**src/design/ltdg_pkg.sv**
```systemverilog
// Shared types and constants for the landing target descent gate.
// Used by every module of the block but the multiplier; depends on nothing.
package ltdg_pkg;

	// Default values of the top level parameters.
	localparam int CONF_FRAC_BITS_DEF  = 16;
	localparam int PIXEL_FRAC_BITS_DEF = 4;

	// Fixed field widths.
	localparam int PIX_W     = 16;
	localparam int SIZE_W    = 13;
	localparam int MMPP_W    = 16;
	localparam int MMPP_FRAC = 8;
	localparam int ALIGN_W   = 16;
	localparam int ERR_W     = 21;
	localparam int SQ_W      = 2 * ERR_W - 1;
	localparam int CFG_IDX_W = 3;

	// Register reset values that do not depend on the confidence format.
	localparam int RST_MMPP   = 256;
	localparam int RST_WIDTH  = 640;
	localparam int RST_HEIGHT = 480;
	localparam int RST_ALIGN  = 300;

	typedef enum logic [CFG_IDX_W-1:0] {
		REG_MM_PER_PIXEL       = 3'd0,
		REG_IMAGE_WIDTH        = 3'd1,
		REG_IMAGE_HEIGHT       = 3'd2,
		REG_CONFIDENCE_STEP    = 3'd3,
		REG_DECAY_FACTOR       = 3'd4,
		REG_ACQUIRE_LEVEL      = 3'd5,
		REG_ALIGN_THRESHOLD_MM = 3'd6
	} reg_idx_t;

	// Sequencer commands to one axis lane.
	typedef struct packed {
		logic load;
		logic start_scale;
		logic latch_err;
		logic start_square;
	} lane_ctrl_t;

endpackage

```
**src/design/landing_target_descent_gate.sv**
```systemverilog
// Landing target descent gate.
// One observation word enters on the input channel (in_valid / in_stall):
// a detected flag and the pad centre in sub-pixel units. One result word
// leaves on the output channel (out_valid / out_stall) for every accepted
// observation: the last known centre error in millimetres, the confidence,
// and the acquired and descend_ok flags.
// The work per frame is done by the bit-serial multipliers: a detected frame
// runs two 21-step passes in the axis lanes (scale to millimetres, then
// square), a missed frame one 17-step pass (confidence times decay). The
// block holds in_stall high from acceptance until the result is loaded, so
// one observation is in work at a time and the next is taken in the cycle
// after that. A new observation is taken while the previous result still
// waits in the output register.
// Reset clears the confidence, the stored errors and both flags, and loads
// the register defaults. If the receiver stalls, the result stays in the
// output register unchanged and the next finished result waits until that
// word is taken. Configuration writes (cfg_valid / cfg_ready) are to be
// made while the block is idle; the block itself does not enforce this.
module landing_target_descent_gate #(
	parameter int CONF_FRAC_BITS  = ltdg_pkg::CONF_FRAC_BITS_DEF,
	parameter int PIXEL_FRAC_BITS = ltdg_pkg::PIXEL_FRAC_BITS_DEF
) (
	input  logic                                     clk,
	input  logic                                     arst_n,
	input  logic                                     cfg_valid,
	output logic                                     cfg_ready,
	input  logic [ltdg_pkg::CFG_IDX_W-1:0]           cfg_index,
	input  logic [((CONF_FRAC_BITS + 1 > ltdg_pkg::ALIGN_W) ?
		CONF_FRAC_BITS + 1 : ltdg_pkg::ALIGN_W)-1:0]    cfg_data,
	input  logic                                     in_valid,
	output logic                                     in_stall,
	input  logic                                     detected,
	input  logic [ltdg_pkg::PIX_W-1:0]               center_x,
	input  logic [ltdg_pkg::PIX_W-1:0]               center_y,
	output logic                                     out_valid,
	input  logic                                     out_stall,
	output logic signed [ltdg_pkg::ERR_W-1:0]        error_x_mm,
	output logic signed [ltdg_pkg::ERR_W-1:0]        error_y_mm,
	output logic [CONF_FRAC_BITS:0]                  confidence,
	output logic                                     acquired,
	output logic                                     descend_ok
);

	localparam int CW     = CONF_FRAC_BITS + 1;
	localparam int ALW    = ltdg_pkg::ALIGN_W;
	localparam int CFG_DW = (CW > ALW) ? CW : ALW;
	localparam int CMW    = (CW > ALW) ? CW : ALW;
	localparam int SQ_W   = ltdg_pkg::SQ_W;
	localparam int ONE_I  = 1 << CONF_FRAC_BITS;
	// Defaults of one tenth, eight tenths and seven tenths, rounded.
	localparam int RST_STEP   = (ONE_I + 5) / 10;
	localparam int RST_DECAY  = (ONE_I * 8 + 5) / 10;
	localparam int RST_THRESH = (ONE_I * 7 + 5) / 10;
	localparam logic [CW-1:0] CONF_ONE = {1'b1, {CONF_FRAC_BITS{1'b0}}};

	typedef enum logic [2:0] {
		ST_IDLE,
		ST_LOAD,
		ST_SCALE,
		ST_SQLOAD,
		ST_SQUARE,
		ST_RESULT
	} state_t;

	state_t state_q;

	logic [ltdg_pkg::MMPP_W-1:0] mm_per_pixel;
	logic [ltdg_pkg::SIZE_W-1:0] image_width;
	logic [ltdg_pkg::SIZE_W-1:0] image_height;
	logic [CW-1:0]               confidence_step;
	logic [CW-1:0]               decay_factor;
	logic [CW-1:0]               acquire_level;
	logic [ALW-1:0]              align_threshold_mm;

	ltdg_pkg::lane_ctrl_t lane_ctrl;

	logic                          in_acc;
	logic                          out_free;
	logic                          res_load;
	logic                          det_q;
	logic                          busy_x;
	logic                          busy_y;
	logic                          busy_c;
	logic                          busy_all;
	logic signed [ltdg_pkg::ERR_W-1:0] lane_err_x;
	logic signed [ltdg_pkg::ERR_W-1:0] lane_err_y;
	logic [SQ_W-1:0]               sq_x;
	logic [SQ_W-1:0]               sq_y;
	logic                          c_start;
	logic [CMW-1:0]                c_a;
	logic [CMW-1:0]                c_b;
	logic [2*CMW-1:0]              c_prod;
	logic [CW:0]                   conf_sum;
	logic [CW:0]                   conf_dec;
	logic [CW:0]                   conf_raw;
	logic [CW-1:0]                 conf_next;
	logic                          acq_next;
	logic [SQ_W:0]                 dist2;
	logic [SQ_W:0]                 lim2;
	logic                          desc_next;

	logic                          out_valid_q;
	logic signed [ltdg_pkg::ERR_W-1:0] err_x_q;
	logic signed [ltdg_pkg::ERR_W-1:0] err_y_q;
	logic [CW-1:0]                 conf_q;
	logic                          acq_q;
	logic                          desc_q;

	ltdg_cfg #(
		.CONF_W     (CW),
		.DATA_W     (CFG_DW),
		.RST_STEP   (RST_STEP),
		.RST_DECAY  (RST_DECAY),
		.RST_THRESH (RST_THRESH)
	) u_cfg (
		.clk                (clk),
		.arst_n             (arst_n),
		.cfg_valid          (cfg_valid),
		.cfg_ready          (cfg_ready),
		.cfg_index          (cfg_index),
		.cfg_data           (cfg_data),
		.mm_per_pixel       (mm_per_pixel),
		.image_width        (image_width),
		.image_height       (image_height),
		.confidence_step    (confidence_step),
		.decay_factor       (decay_factor),
		.acquire_level      (acquire_level),
		.align_threshold_mm (align_threshold_mm)
	);

	// Input is taken only when the sequencer is idle; the output register
	// decouples the receiver.
	assign in_stall = (state_q != ST_IDLE);
	assign in_acc   = in_valid & ~in_stall;
	assign out_free = ~out_valid_q | ~out_stall;
	assign res_load = (state_q == ST_RESULT) & out_free;
	assign busy_all = busy_x | busy_y | busy_c;

	always_comb begin
		lane_ctrl.load         = in_acc;
		lane_ctrl.start_scale  = (state_q == ST_LOAD) & det_q;
		lane_ctrl.latch_err    = (state_q == ST_SCALE) & ~busy_all & det_q;
		lane_ctrl.start_square = (state_q == ST_SQLOAD);
	end

	ltdg_lane #(
		.PIXEL_FRAC_BITS(PIXEL_FRAC_BITS)
	) u_lane_x (
		.clk          (clk),
		.arst_n       (arst_n),
		.ctrl         (lane_ctrl),
		.center       (center_x),
		.size         (image_width),
		.mm_per_pixel (mm_per_pixel),
		.busy         (busy_x),
		.err          (lane_err_x),
		.sq           (sq_x)
	);

	ltdg_lane #(
		.PIXEL_FRAC_BITS(PIXEL_FRAC_BITS)
	) u_lane_y (
		.clk          (clk),
		.arst_n       (arst_n),
		.ctrl         (lane_ctrl),
		.center       (center_y),
		.size         (image_height),
		.mm_per_pixel (mm_per_pixel),
		.busy         (busy_y),
		.err          (lane_err_y),
		.sq           (sq_y)
	);

	// Shared serial multiplier: squares the align threshold on a detected
	// frame, and applies the decay to the confidence on a missed frame.
	assign c_start = (state_q == ST_LOAD);
	assign c_a     = det_q ? CMW'(align_threshold_mm) : CMW'(conf_q);
	assign c_b     = det_q ? CMW'(align_threshold_mm) : CMW'(decay_factor);

	ltdg_bsmul #(
		.A_W(CMW),
		.B_W(CMW)
	) u_mul_c (
		.clk    (clk),
		.arst_n (arst_n),
		.start  (c_start),
		.a      (c_a),
		.b      (c_b),
		.busy   (busy_c),
		.prod   (c_prod)
	);

	// Confidence update: saturating add on a hit, truncating decay on a miss, both clipped at one.
	assign conf_sum  = {1'b0, conf_q} + {1'b0, confidence_step};
	assign conf_dec  = c_prod[2*CW-1:CONF_FRAC_BITS];
	assign conf_raw  = det_q ? conf_sum : conf_dec;
	assign conf_next = (conf_raw > {1'b0, CONF_ONE}) ? CONF_ONE : conf_raw[CW-1:0];
	assign acq_next  = (conf_next >= acquire_level);

	// Descent needs the squared error distance within the squared threshold.
	assign dist2     = {1'b0, sq_x} + {1'b0, sq_y};
	assign lim2      = (SQ_W + 1)'(c_prod[2*ALW-1:0]);
	assign desc_next = det_q & acq_next & (dist2 <= lim2);

	always_ff @(posedge clk or negedge arst_n) begin
		if (!arst_n) begin
			state_q     <= ST_IDLE;
			det_q       <= 1'b0;
			out_valid_q <= 1'b0;
			err_x_q     <= '0;
			err_y_q     <= '0;
			conf_q      <= '0;
			acq_q       <= 1'b0;
			desc_q      <= 1'b0;
		end else begin
			// A new result replaces the word being taken in the same cycle.
			if (res_load) begin
				out_valid_q <= 1'b1;
			end else if (out_valid_q && !out_stall) begin
				out_valid_q <= 1'b0;
			end
			unique case (state_q)
				ST_IDLE: begin
					if (in_acc) begin
						det_q   <= detected;
						state_q <= ST_LOAD;
					end
				end
				ST_LOAD: begin
					state_q <= ST_SCALE;
				end
				ST_SCALE: begin
					if (!busy_all) begin
						state_q <= det_q ? ST_SQLOAD : ST_RESULT;
					end
				end
				ST_SQLOAD: begin
					state_q <= ST_SQUARE;
				end
				ST_SQUARE: begin
					if (!busy_all) begin
						state_q <= ST_RESULT;
					end
				end
				ST_RESULT: begin
					if (out_free) begin
						if (det_q) begin
							err_x_q <= lane_err_x;
							err_y_q <= lane_err_y;
						end
						conf_q  <= conf_next;
						acq_q   <= acq_next;
						desc_q  <= desc_next;
						state_q <= ST_IDLE;
					end
				end
				default: begin
					state_q <= ST_IDLE;
				end
			endcase
		end
	end

	assign out_valid  = out_valid_q;
	assign error_x_mm = err_x_q;
	assign error_y_mm = err_y_q;
	assign confidence = conf_q;
	assign acquired   = acq_q;
	assign descend_ok = desc_q;

endmodule

```
**src/design/ltdg_cfg.sv**
```systemverilog
// Configuration register file of the descent gate.
// Depends on ltdg_pkg for register indexes and field widths.
module ltdg_cfg #(
	parameter int CONF_W     = ltdg_pkg::CONF_FRAC_BITS_DEF + 1,
	parameter int DATA_W     = ltdg_pkg::ALIGN_W,
	parameter int RST_STEP   = 6554,
	parameter int RST_DECAY  = 52429,
	parameter int RST_THRESH = 45875
) (
	input  logic                           clk,
	input  logic                           arst_n,
	input  logic                           cfg_valid,
	output logic                           cfg_ready,
	input  logic [ltdg_pkg::CFG_IDX_W-1:0] cfg_index,
	input  logic [DATA_W-1:0]              cfg_data,
	output logic [ltdg_pkg::MMPP_W-1:0]    mm_per_pixel,
	output logic [ltdg_pkg::SIZE_W-1:0]    image_width,
	output logic [ltdg_pkg::SIZE_W-1:0]    image_height,
	output logic [CONF_W-1:0]              confidence_step,
	output logic [CONF_W-1:0]              decay_factor,
	output logic [CONF_W-1:0]              acquire_level,
	output logic [ltdg_pkg::ALIGN_W-1:0]   align_threshold_mm
);

	logic wr;

	// Writes are always taken.
	assign cfg_ready = 1'b1;
	assign wr        = cfg_valid & cfg_ready;

	always_ff @(posedge clk or negedge arst_n) begin
		if (!arst_n) begin
			mm_per_pixel       <= ltdg_pkg::MMPP_W'(ltdg_pkg::RST_MMPP);
			image_width        <= ltdg_pkg::SIZE_W'(ltdg_pkg::RST_WIDTH);
			image_height       <= ltdg_pkg::SIZE_W'(ltdg_pkg::RST_HEIGHT);
			confidence_step    <= CONF_W'(RST_STEP);
			decay_factor       <= CONF_W'(RST_DECAY);
			acquire_level      <= CONF_W'(RST_THRESH);
			align_threshold_mm <= ltdg_pkg::ALIGN_W'(ltdg_pkg::RST_ALIGN);
		end else if (wr) begin
			unique case (cfg_index)
				ltdg_pkg::REG_MM_PER_PIXEL: begin
					mm_per_pixel <= cfg_data[ltdg_pkg::MMPP_W-1:0];
				end
				ltdg_pkg::REG_IMAGE_WIDTH: begin
					image_width <= cfg_data[ltdg_pkg::SIZE_W-1:0];
				end
				ltdg_pkg::REG_IMAGE_HEIGHT: begin
					image_height <= cfg_data[ltdg_pkg::SIZE_W-1:0];
				end
				ltdg_pkg::REG_CONFIDENCE_STEP: begin
					confidence_step <= cfg_data[CONF_W-1:0];
				end
				ltdg_pkg::REG_DECAY_FACTOR: begin
					decay_factor <= cfg_data[CONF_W-1:0];
				end
				ltdg_pkg::REG_ACQUIRE_LEVEL: begin
					acquire_level <= cfg_data[CONF_W-1:0];
				end
				ltdg_pkg::REG_ALIGN_THRESHOLD_MM: begin
					align_threshold_mm <= cfg_data[ltdg_pkg::ALIGN_W-1:0];
				end
				default: begin
				end
			endcase
		end
	end

endmodule

```
**src/design/ltdg_bsmul.sv**
```systemverilog
// Bit-serial shift-and-add multiplier, one multiplier bit per cycle.
// Standalone; used by the axis lanes and the top level sequencer.
module ltdg_bsmul #(
	parameter int A_W = 21,
	parameter int B_W = 21
) (
	input  logic               clk,
	input  logic               arst_n,
	input  logic               start,
	input  logic [A_W-1:0]     a,
	input  logic [B_W-1:0]     b,
	output logic               busy,
	output logic [A_W+B_W-1:0] prod
);

	localparam int CNT_W = $clog2(B_W + 1);

	logic [CNT_W-1:0]   cnt_q;
	logic [A_W-1:0]     a_q;
	logic [A_W+B_W-1:0] acc_q;
	logic [A_W:0]       sum;

	// The low half of the accumulator starts as the multiplier and shifts out
	// one bit per step while the partial sum grows into the high half.
	assign sum  = {1'b0, acc_q[A_W+B_W-1:B_W]} + (acc_q[0] ? {1'b0, a_q} : '0);
	assign busy = (cnt_q != '0);
	assign prod = acc_q;

	always_ff @(posedge clk or negedge arst_n) begin
		if (!arst_n) begin
			cnt_q <= '0;
		end else if (start) begin
			cnt_q <= CNT_W'(B_W);
		end else if (busy) begin
			cnt_q <= cnt_q - 1'b1;
		end
	end

	always_ff @(posedge clk) begin
		if (start) begin
			a_q   <= a;
			acc_q <= {{A_W{1'b0}}, b};
		end else if (busy) begin
			acc_q <= {sum, acc_q[B_W-1:1]};
		end
	end

endmodule

```
**src/design/ltdg_lane.sv**
```systemverilog
// One axis of the centre error: offset from image centre, scaling to
// millimetres with rounding and saturation, and the squared error.
// Depends on ltdg_pkg and ltdg_bsmul.
module ltdg_lane #(
	parameter int PIXEL_FRAC_BITS = ltdg_pkg::PIXEL_FRAC_BITS_DEF
) (
	input  logic                                clk,
	input  logic                                arst_n,
	input  ltdg_pkg::lane_ctrl_t                ctrl,
	input  logic [ltdg_pkg::PIX_W-1:0]          center,
	input  logic [ltdg_pkg::SIZE_W-1:0]         size,
	input  logic [ltdg_pkg::MMPP_W-1:0]         mm_per_pixel,
	output logic                                busy,
	output logic signed [ltdg_pkg::ERR_W-1:0]   err,
	output logic [ltdg_pkg::SQ_W-1:0]           sq
);

	localparam int ERR_W = ltdg_pkg::ERR_W;
	localparam int MID_W = ltdg_pkg::SIZE_W + PIXEL_FRAC_BITS;
	localparam int MAG_W = (MID_W > ltdg_pkg::PIX_W + 1) ? MID_W : ltdg_pkg::PIX_W + 1;
	localparam int LA_W  = (MAG_W > ERR_W) ? MAG_W : ERR_W;
	localparam int PW    = MAG_W + ltdg_pkg::MMPP_W;
	localparam int SH    = ltdg_pkg::MMPP_FRAC + 1 + PIXEL_FRAC_BITS;
	localparam int MM_W  = PW + 1 - SH;
	localparam logic [PW:0]      RND     = {{(PW + 1 - SH){1'b0}}, 1'b1, {(SH - 1){1'b0}}};
	localparam logic [ERR_W-1:0] POS_MAX = {1'b0, {(ERR_W - 1){1'b1}}};
	localparam logic [ERR_W-1:0] NEG_MAG = {1'b1, {(ERR_W - 1){1'b0}}};

	logic [MAG_W-1:0]      twice;
	logic [MAG_W-1:0]      mid;
	logic                  neg_c;
	logic [MAG_W-1:0]      mag_c;
	logic [MAG_W-1:0]      mag_q;
	logic                  neg_q;
	logic [ERR_W-1:0]      emag_q;
	logic [ERR_W-1:0]      emag_c;
	logic signed [ERR_W-1:0] err_q;
	logic [LA_W-1:0]       mul_a;
	logic [ERR_W-1:0]      mul_b;
	logic [LA_W+ERR_W-1:0] prod;
	logic [PW:0]           rsum;
	logic [MM_W-1:0]       mm;
	logic                  big;

	// Offset in half-fraction units so an odd image size is centred exactly.
	assign twice = MAG_W'({center, 1'b0});
	assign mid   = MAG_W'(size) << PIXEL_FRAC_BITS;
	assign neg_c = twice < mid;
	assign mag_c = neg_c ? (mid - twice) : (twice - mid);

	// First pass multiplies the offset by the scale, second pass squares the
	// saturated error magnitude.
	assign mul_a = ctrl.start_square ? LA_W'(emag_q) : LA_W'(mag_q);
	assign mul_b = ctrl.start_square ? emag_q : ERR_W'(mm_per_pixel);

	ltdg_bsmul #(
		.A_W(LA_W),
		.B_W(ERR_W)
	) u_mul (
		.clk    (clk),
		.arst_n (arst_n),
		.start  (ctrl.start_scale | ctrl.start_square),
		.a      (mul_a),
		.b      (mul_b),
		.busy   (busy),
		.prod   (prod)
	);

	// Round half away from zero on the magnitude, then clamp.
	assign rsum   = {1'b0, prod[PW-1:0]} + RND;
	assign mm     = rsum[PW:SH];
	assign big    = |mm[MM_W-1:ERR_W-1];
	assign emag_c = big ? (neg_q ? NEG_MAG : POS_MAX) : {1'b0, mm[ERR_W-2:0]};

	always_ff @(posedge clk) begin
		if (ctrl.load) begin
			mag_q <= mag_c;
			neg_q <= neg_c;
		end
		if (ctrl.latch_err) begin
			emag_q <= emag_c;
			err_q  <= neg_q ? -$signed(emag_c) : $signed(emag_c);
		end
	end

	assign err = err_q;
	assign sq  = prod[ltdg_pkg::SQ_W-1:0];

endmodule

```
**config.mk**
```make
export PLATFORM = sky130hd
export DESIGN_NAME = landing_target_descent_gate
export DESIGN_NICKNAME = d
export VERILOG_FILES = /design/src/design/ltdg_pkg.sv /design/src/design/landing_target_descent_gate.sv /design/src/design/ltdg_cfg.sv /design/src/design/ltdg_bsmul.sv /design/src/design/ltdg_lane.sv
export SDC_FILE = /design/constraint.sdc
export NUM_CORES = 1
export LEC_CHECK = 0
export BUFFER_PORTS_ARGS = -buffer_cell sky130_fd_sc_hd__buf_4
export CORE_MARGIN = 2
export CORE_UTILIZATION = 60
export DETAILED_ROUTE_END_ITERATION = 6
export PLACE_DENSITY = 0.76
export SLEW_MARGIN = 10
export SYNTH_ARGS = -nofsm -noshare
export SYNTH_HDL_FRONTEND = slang
export SYNTH_SLANG_ARGS = --single-unit
```
**constraint.sdc**
```tcl
create_clock -name clk -period 7.84 [get_ports clk]
set_clock_uncertainty 0.1 [all_clocks]
set_input_delay 0.392 -clock clk [delete_from_list [all_inputs] [get_ports clk]]
set_output_delay 0.392 -clock clk [all_outputs]
set_load 0.01 [all_outputs]
```
# After elaboration in Yosys (flattened, before gate mapping)
# Index checks and enable logic that the tools add are counted.
[word_totals]
reg_bits = 487
latch_bits = 0
mem_bits_rw = 0
rom_bits = 0
input_bits = 58
wordCells = 151
n_memories = 0
[classes]
n_addsub = 16
n_mul = 0
n_div = 0
n_lt_le_gt_ge = 5
eq_ne = 15
n_shift = 0
n_mux = 39
n_bitwise = 15
n_reduce_logical = 23
[op_table]
columns = ["operator", "n"]
rows = [
  ["$mux 21", 14],
  ["$mux 17", 9],
  ["$add 33x13->34 const B", 2],
  ["$sub 17x17->17", 4],
  ["$add 21x21->22", 2],
  ["$add 41x41->42", 1],
  ["$le 42x32->1", 1],
  ["$neg 21->21", 2],
  ["$add 17x17->18", 2],
  ["$lt 17x17->1", 2],
  ["$mux 5", 6],
  ["$gt 18x17->1 const B", 1],
  ["$mux 18", 1],
  ["$pmux 3 s6", 1],
  ["$reduce_and 2->1", 9],
  ["$ge 17x17->1", 1],
  ["$mux 16", 1],
  ["$eq 3x3->1 const B", 5],
  ["$mux 3", 5],
  ["$reduce_bool 5->1", 3],
  ["$sub 5x1->5 const B", 3],
  ["$eq 3x2->1 const B", 4],
  ["$ne 2x2->1 const B", 4],
  ["$reduce_bool 2->1", 4],
  ["other kinds (11)", 26],
]

# Logic depth before layout (Yosys ltp)
# Gate-level depths: netlist of run 1.
[depth]
ltp_word = 7
mapped_depth = 26
mapped_depth_nobuf = 24

# By module
# From an unflattened synthesis of run 1, not the netlist that was laid out.
[unflattened]
hier_cells = 3366
area_unflattened_um2 = 32419.8
[by_module_without_submodules]
columns = ["module", "n_inst", "cells_per_inst", "area_each_um2", "seq_area_each_um2"]
rows = [
  ["landing_target_descent_gate", 1, 964, 7734.9, 1651.6],
  ["ltdg_bsmul (u_lane_x.u_mul ...)", 2, 378, 3817.4, 1806.7],
  ["ltdg_lane (u_lane_x)", 1, 561, 4918.5, 1741.7],
  ["ltdg_lane (u_lane_y)", 1, 567, 4852.2, 1741.7],
  ["ltdg_cfg", 1, 239, 4252.8, 2772.7],
  ["ltdg_bsmul (u_mul_c)", 1, 279, 3026.7, 1486.4],
]

# Worst setup path after synthesis of run 1
# OpenSTA, ideal clock, no wires.
[synth_path]
path_kind = "reg2reg"
startpoint = "register u_lane_x.u_mul.cnt_q[0]"
endpoint = "register u_lane_x.emag_q[10], enable pin"
setup_time_ns = 0.523
t_arrival_ns = 4.872
slack_ns = 2.345
path_stages_with_launch = 6
period_less_slack_ns = 5.495
path_cell_list = "dfrtp_1 > inv_1 > ha_1 > nor4b_1 > nand3_1 > nor2_1"
[synth_rtl]
columns = ["element", "line", "rtl"]
rows = [
  ["from (decl)", "ltdg_bsmul.sv:18", "logic [CNT_W-1:0] cnt_q;"],
  ["from (signal assigned)", "ltdg_bsmul.sv:33", "cnt_q <= CNT_W'(B_W);"],
  ["from (signal assigned)", "ltdg_bsmul.sv:35", "cnt_q <= cnt_q - 1'b1;"],
  ["to (signal assigned)", "ltdg_lane.sv:81", "emag_q <= emag_c;"],
  ["to (decl)", "ltdg_lane.sv:35", "logic [ERR_W-1:0] emag_q;"],
]

# Worst setup path in the final report of run 1
[layout_path]
startpoint = "register conf_q[0], in the netlist confidence[0]"
endpoint = "register desc_q, in the netlist descend_ok"
[layout_between]
elab_chain_len = 7
[layout_lines]
columns = ["element", "line", "rtl"]
rows = [
  ["from (decl)", "landing_target_descent_gate.sv:105", "logic [CW-1:0] conf_q;"],
  ["from (signal assigned)", "landing_target_descent_gate.sv:251", "conf_q <= conf_next;"],
  ["$add 17x17->18 *", "landing_target_descent_gate.sv:194", "assign conf_sum = {1'b0, conf_q} + {1'b0, confidence_step};"],
  ["$mux 18 *", "landing_target_descent_gate.sv:196", "assign conf_raw = det_q ? conf_sum : conf_dec;"],
  ["$gt 18x17->1", "landing_target_descent_gate.sv:197", "assign conf_next = (conf_raw > {1'b0, CONF_ONE}) ? CONF_ONE : conf_raw[CW-1:0];"],
  ["$mux 17 *", "landing_target_descent_gate.sv:197", ""],
  ["named net conf_next[1]", "landing_target_descent_gate.sv:96", "logic [CW-1:0] conf_next;"],
  ["$ge 17x17->1 *", "landing_target_descent_gate.sv:198", "assign acq_next = (conf_next >= acquire_level);"],
  ["$and 1x1->1 * (2 in a row)", "landing_target_descent_gate.sv:203", "assign desc_next = det_q & acq_next & (dist2 <= lim2);"],
  ["to (signal assigned)", "landing_target_descent_gate.sv:253", "desc_q <= desc_next;"],
  ["to (decl)", "landing_target_descent_gate.sv:107", "logic desc_q;"],
]
# The timed path passes the listed nets; every way through them passes the cells marked *.
# A chain may end at the register's enable or synchronous reset.

==> results.txt, run 1 <==
In the final layout, the share of cells above drive strength 1 is 16.0%. The post-detailed-placement cell area came out at 31600 µm². The count of standard-cell rows is 81.

The number of global-route vias before repair is 23100. The global-route wire length before repair came out at 130000 µm. In this run the biggest area consumer among cell types represents 23.4% of the synthesized area. The number of buffers added on ports came out at 120.

The data arrival at the endpoint of the critical path came out at 6.71 ns. The reported leakage power came out at 14.4 nW. The first TritonRoute pass finished after 6 iterations. The count of endpoints failing setup in the final report is 0.

Synthesis produced a netlist with a net count of 3312. The initial antenna violation count is 1. The post-route setup TNS is 0 ns.

The final-layout fill cell count came out at 3833. At the pin with the least slew margin, the transition time is 1.20 ns. The register share of total power is 31.4%. The die width is 228 µm. The final critical-path required period is 6.29 ns. The analysis attributes to net switching a power of 6.26 mW. The count of different cell masters after synthesis is 93.

The run finished with clean final reports. The combinational share of power is 50.4%. The proportion of register bits with asynchronous set or reset after synthesis is 39.3%. The CTS buffer count is 51.

Sorting the synthesized cells by area gives the leading types as edfxtp_1 (23%), dfrtp_1 (13%), ha_1 (9.5%). The clock passes through at most 3 buffers. The cell area after layout came out at 33500 µm².

The internal power of the cells totals 8.54 mW. The clock network latency to the later pin of the worst-skew pair came out at 0.61 ns. The clock edge transition at the registers on the reported setup and hold paths came out at 0.07 ns.

The portion of total power attributed to the clock network came out at 18.2%. The average cell area after synthesis is 9.95 µm². STA classifies the critical path endpoint as a flip-flop. Derived from the worst setup path, the maximum achievable clock frequency is 0.159 GHz. The post-synthesis register bit count is 483. The synthesis-to-finish area growth came out at 11.6%. The worst setup path is of the flip-flop to flip-flop kind. The number of hold-slack violations in the final timing report came out at 0. The DRC violations left came out at 0. The cts-stage hold buffer count came out at 7. The path class of the tightest hold or removal check is input pin to flip-flop. The switching part of the total power is 42.3%. The final weighted congestion of routability-driven global placement came out at 0.980. Dividing total power by cell area gives a power density of 441 nW/µm². The remaining max-slew budget at the tightest pin is 19.3%. The gate count after technology mapping is 3019.

The worst supply voltage drop on vdd came out at 0.215 mV. In the synthesized netlist, the cells that appear most often are nand2_1 (280), a21oi_1 (234), edfxtp_1 (234). In this run the vertical extent of the chip is 228 µm.

The maximum number of pins on one net before global-route repair is 85. The worst hold slack is 0.0224 ns. For this configuration, the core starts out at a cell density of 61.1%.

The post-CTS setup repair buffer count came out at 0. The area of the die came out at 51900 µm². For the worst setup path, the data required time is 8.26 ns. During I/O placement, the number of pins put on the boundary was 122. The sort of element at the start of the critical path is a flip-flop. The final-stage net count is 3393. The total count of max-transition violations in the final report came out at 0. Yosys instantiated no cell more often than nand2_1.

TritonCTS built the clock tree. The number of sinks on the clock net is 483. Setup repair after global routing left no endpoint under its margin. Cells fill 68.2% of the core in the end.

The most used flip-flop cell after synthesis is edfxtp_1. The H-tree depth is 2. The DRC marker count from the first detailed-route iteration came out at 2274. The average wire per cell in the routed design is 21.8 µm. The final worst-path cycle share came out at 80.2%. The footprint of the flip-flops and latches is 13000 µm². The root buffer selected by CTS is clkbuf_16. The largest fanout on the critical path came out at 33. The multi-input combinational cells in the finished layout cover a total of 15900 µm². Yosys mapped a number of flops with a built-in enable equal to 234. The overall via count from detail_route came out at 23700. The core footprint came out at 49200 µm². edfxtp_1 takes more of the synthesized area than any other cell. The half-perimeter wire length after placement came out at 61900 µm. The count of instances resized after the clock tree is built came out at 0.

Global routing finished with a remaining overflow of 0. The remaining antenna violation count after routing is 0. The max-capacitance violation count came out at 0.

Global routing used 31.8% of the available tracks. The completed layout was analyzed and its total power is 14.8 mW. The sequential fraction of the synthesis area is 43.3%. The per-cell via count in the routed design is 6.21. The routed wire length is 83100 µm. The post-synthesis cell area came out at 30000 µm².

Yosys printed 0 warnings.
==> per-stage QoR <==
step | worst slack (ns) | std cells
finish | 1.55 | 3808
detailed placement | 1.72 | 3704
floorplan | 2.34 | 3019
global route | 1.06 | 3807
CTS | 1.66 | 3807
global placement | 2.04 | 3704
==> worst paths after layout <==
kind / start / endpoint / slack [ns] / depth (start not counted)
worst max register to register: confidence[0] / descend_ok / 1.55 / 24
max in group asynchronous: arst_n / u_cfg.align_threshold_mm[4] / 6.10 / 3
worst min-delay path: cfg_data[6] / u_cfg.image_height[6] / 0.02 / 3
worst max-delay path: confidence[0] / descend_ok / 1.55 / 24
worst min register to register: u_lane_x.err[20] / error_x_mm[20] / 0.38 / 1
min in group asynchronous: arst_n / descend_ok / 0.28 / 2
==> cells by family (layout without fill, tap and decap cells) <==
| kind of cell | count (synthesis) | in the layout | share of synthesized area [%] |
|---|---|---|---|
| AOI/OAI and AO/OA | 733 | 733 | 15.1 |
| xor gates and xnor gates | 171 | 171 | 4.99 |
| adders and majority gates | 235 | 235 | 9.96 |
| buffers and inverters | 302 | 426 | 3.87 |
| DFF | 483 | 483 | 43.3 |
| muxes | 226 | 226 | 8.30 |
| other | 1 | 2 | 0.0125 |
| and+or+nand+nor | 868 | 868 | 14.5 |
==> per-layer routing <==
| metal | part of all wire (%) | track usage (%) | vias up |
|---|---|---|---|
| met1 | 43 | 43.5 | 11500 |
| met4 | 4.1 | 12.7 | 0 |
| met5 | 0 | 0 | - |
| li1 | - | - | 11100 |
| met3 | 7.4 | 4.95 | 162 |
| met2 | 46 | 50.8 | 947 |
==> area by class of cell <==
cell class	count	share of cell area (%)
Clock inverter	30	1.12
Sequential cell	483	38.8
Tap cell	664	2.48
Inverter	178	1.99
Timing Repair Buffer	152	3.48
Multi-Input combinational cell	2234	47.6
Antenna cell	1	0.00747
Clock buffer	66	4.53
==> power by group through the flow <==
stage | Sequential [mW] | Combinational [mW] | Clock, mW
finish | 4.64 | 7.46 | 2.69
global route | 4.72 | 8.28 | 2.82
CTS | 4.62 | 7.37 | 2.71
detailed placement | 4.66 | 7.27 | 0
global placement | 4.62 | 7.05 | 0
floorplan | 4.21 | 5.51 | 0
==> critical path, cell delays in order, from the launching register on <==
cell,delay [ns]
dfrtp_1,0.42
ha_1,0.20
inv_1,0.06
fa_1,0.40
nor2b_1,0.13
o21a_1,0.14
o21ai_1,0.12
a21o_1,0.21
o21ai_1,0.27
a311o_1,0.26
a21oi_1,0.10
and4b_1,0.21
or4_1,0.54
buf_4,0.28
nor2_1,0.19
ha_1,0.18
o21ai_0,0.08
a31oi_1,0.15
o21ai_0,0.09
a2111oi_0,0.59
o22ai_1,0.34
nand4b_1,0.26
a2111oi_0,0.44
o2111ai_1,0.17
o31ai_1,0.24
==> flip-flops by register name (all words and copies together), names as in the netlist, 17 cells and up <==
name / cells
u_cfg.decay_factor: 17
error_y_mm: 21
u_lane_y.u_mul.a_q: 21
confidence: 17
u_cfg.confidence_step: 17
u_lane_x.err: 21
u_lane_x.u_mul.a_q: 21
u_mul_c.prod: 34
u_mul_c.a_q: 17
u_cfg.acquire_level: 17
u_lane_y.emag_q: 20
u_lane_y.err: 21
u_lane_x.u_mul.prod: 42
error_x_mm: 21
u_lane_x.emag_q: 20
u_lane_y.u_mul.prod: 42
==> cells in the final DEF (no fill, tap or decap), drive strengths merged, types with 16 or more instances in the layout <==
cell    count
nand2     280
a21oi     235
edfxtp    234
ha        228
o21ai     197
mux2      185
inv       182
nor2      168
dfrtp     154
buf       144
xnor2     118
and2       78
nand3      72
clkbuf     67
dfxtp      59
xor2       53
nor3       53
a21o       49
nor2b      49
mux2i      41
o31ai      38
and3       36
dfstp      36
a31oi      32
nand2b     28
o21a       26
a211oi     21
or3        18
nand4      17
o211ai     16
and4       16
No activity file was read; power rests on OpenSTA's default activity.
==> run 2, diff against run 1 <==
Settings changed: CORE_UTILIZATION 60 to 57, PLACE_DENSITY 0.76 to 0.75.
Clock period 7.84 ns to 5.75 ns, I/O delays scaled along.
==> run 2 against run 1 <==
Against the previous run: the run now ends with DRC left; routed wire length up 1.0%; clock power up 27%; largest power group unchanged; global-route usage down 1.2 points; final area up 1.1%; power up 36%; cell count up 1.7%; highest routed layer unchanged; non-clock buffer count up 42; die area up 5.2%; utilization down 3.5 points.
==> results.txt, run 2 (synthesized netlist as in run 1, its figures left out) <==
The count of standard-cell rows is 84. The reported leakage power came out at 14.6 nW. The remaining max-slew budget at the tightest pin is 23.6%. The antenna diode instance count is 0. In the routed design, unresolved DRC markers number 1. The maximum number of pins on one net before global-route repair is 97. The number of global-route vias before repair came to 22600. The worst register-to-register path ends at descend_ok. The DRC marker count from the first detailed-route iteration came out at 2122. The total count of max-transition violations in the final report was 0. After detailed routing, the total wire length is 84000 µm. The final-layout fill cell count is 4154. The count of buffers added on input and output ports is 120. The initial antenna violation count was 4. Clock tree synthesis selected as its root buffer the cell clkbuf_16.

The share of cells above drive strength 1 is 16.8%. The worst register-to-register path begins at u_cfg.confidence_step[1]. The top-level port count is 122. The top cell types in the final layout, fill and taps aside, are nand2_1 (279), edfxtp_1 (234), a21oi_1 (231). Final hold analysis gives a worst-case slack of 0.0901 ns. The H-tree was split into 2 levels. The final-stage net count is 3436. At the worst endpoint, the arrival time is 5.86 ns. The sort of element at the start of the critical path is a flip-flop. The number of non-filler instances in the completed layout came out at 3874.

In this run the most critical hold path is launched from center_x[15]. The largest fanout on the critical path came out at 6. The longest clock path from root to sink contains 3 buffers.

The final weighted congestion of routability-driven global placement is 0.954. Global routing finished with a remaining overflow of 0. The final critical-path required period came out at 5.45 ns.

After detailed routing, the number of vias per cell comes to 6.09. The first global-routing pass estimated 129000 µm of wire. Leaving out fill and tap cells, the most frequent cell in the layout is nand2_1. The max-capacitance violation count is 0. The worst hold path terminates at u_lane_x.mag_q[16]. The initial cell density of the core is 57.4%. The die is 234 µm wide. Counting every sink on the clock net gives 483. The peak clock frequency supported by timing came out at 0.183 GHz.

The half-perimeter wire length after placement is 62400 µm. The power density of the placed cells came out at 593 nW/µm². The detailed router placed 23600 vias in this run.

The worst supply voltage drop on vdd came out at 0.294 mV. The path class of the tightest hold or removal check is input pin to flip-flop. The slack of the worst reg-to-reg path is 0.30 ns.

The remaining antenna violation count after routing is 0. The average wire per cell in the routed design is 21.7 µm. The final reports fail on DRC. The pre-antenna-repair detailed-routing pass consisted of 7 iterations. The CTS buffer count is 52. The total instance count after detailed placement is 3742.

The worst setup path is captured at a flip-flop. The worst-case reg-to-reg path depth is 22. The instance count along the most critical hold path came out at 3. Clock-pin slew was measured on the worst setup and hold paths at 0.06 ns.

The core footprint came out at 52300 µm². The worst setup path is of the flip-flop to flip-flop kind. The floorplan step defined a die boundary enclosing 54500 µm². TritonCTS built the clock tree. The flow ran to the end, but the final reports show violations. The measured slew at the worst slew-check pin came out at 1.14 ns. The clock network latency to the later pin of the worst-skew pair is 0.62 ns. The overall routing resource usage came out at 30.5%.

The height of the die came out at 234 µm. The synthesis-to-finish area growth came out at 12.8%. The number of hold-slack violations in the final timing report came out at 0. The count of endpoints failing setup in the final report is 0. The critical path required time came out at 6.16 ns. The final worst-path cycle share is 94.8%.
run 2: worst max path at each step:
| stage | startpoint | end | slack (ns) | depth (start not counted) |
|---|---|---|---|---|
| after global placement | u_cfg.confidence_step[1] | descend_ok | 0.10 | 22 |
| after CTS | u_cfg.confidence_step[3] | descend_ok | 0.06 | 22 |
| after global routing | u_cfg.confidence_step[1] | descend_ok | -0.01 | 21 |
| final | u_cfg.confidence_step[1] | descend_ok | 0.30 | 22 |
| after floorplan | u_lane_x.u_mul.cnt_q[0] | u_lane_x.emag_q[10] | 0.25 | 5 |
| after detailed placement | u_cfg.confidence_step[3] | descend_ok | -0.14 | 22 |
run 2: cell type report:
| type | instances | area (µm²) | area share [%] |
|---|---|---|---|
| clock buffer | 64 | 1450 | 4.28 |
| sequential | 483 | 13000 | 38.4 |
| inverter | 178 | 668 | 1.97 |
| multi-input combinational | 2234 | 16000 | 47.3 |
| clock inverter | 33 | 287 | 0.846 |
| timing repair buffer | 194 | 1570 | 4.63 |
| tap | 688 | 861 | 2.54 |
run 2: layer usage:
layer / track usage, % / part of all wire [%]
met1: 43.0 / 43
met3: 4.26 / 7.9
met2: 48.1 / 45
met5: 0 / 0
met4: 11.1 / 3.5
run 2: per-stage QoR:
step	instance area [µm²]	setup slack (ns)	power, mW	utilization (%)	TNS [ns]
finish	33900	0.299	20.1	64.7	0
global route	33900	-0.0137	21.5	64.7	-0.0137
CTS	33700	0.0592	19.8	64.4	0
detailed placement	31700	-0.144	16.3	60.5	-0.144
global placement	31700	0.102	16.0	60.5	0
floorplan	30000	0.255	13.3	-	0
run 2: critical path, cell delays in order, from the launching register on:
cell	delay (ns)
dfstp_2	0.56
ha_4	0.20
a21oi_2	0.16
o22ai_2	0.13
o41a_1	0.48
a21o_1	0.26
a221oi_2	0.30
nor2b_1	0.08
o21ai_1	0.15
a31oi_1	0.10
or4_4	0.58
buf_12	0.16
buf_12	0.12
nor2_1	0.12
ha_1	0.15
and3_1	0.16
nand3_1	0.15
a2111oi_2	0.36
o22ai_2	0.18
nand4b_1	0.22
a2111oi_2	0.23
o2111ai_1	0.15
o31ai_1	0.23
run 2: repair_timing:
item,4_1_cts,5_1_grt
pin swaps,1,17
buffers inserted,0,7
hold endpoints to repair,191,0
resized for setup,5,18
gates cloned,0,1
endpoints found under the setup margin,1,1
hold buffers,27,0
run 2: report_power, final:
part           total, mW  internal, mW  switching (mW)
logic               10.4          4.54            5.90
registers           6.25          5.08            1.18
clock network       3.41          1.94            1.47
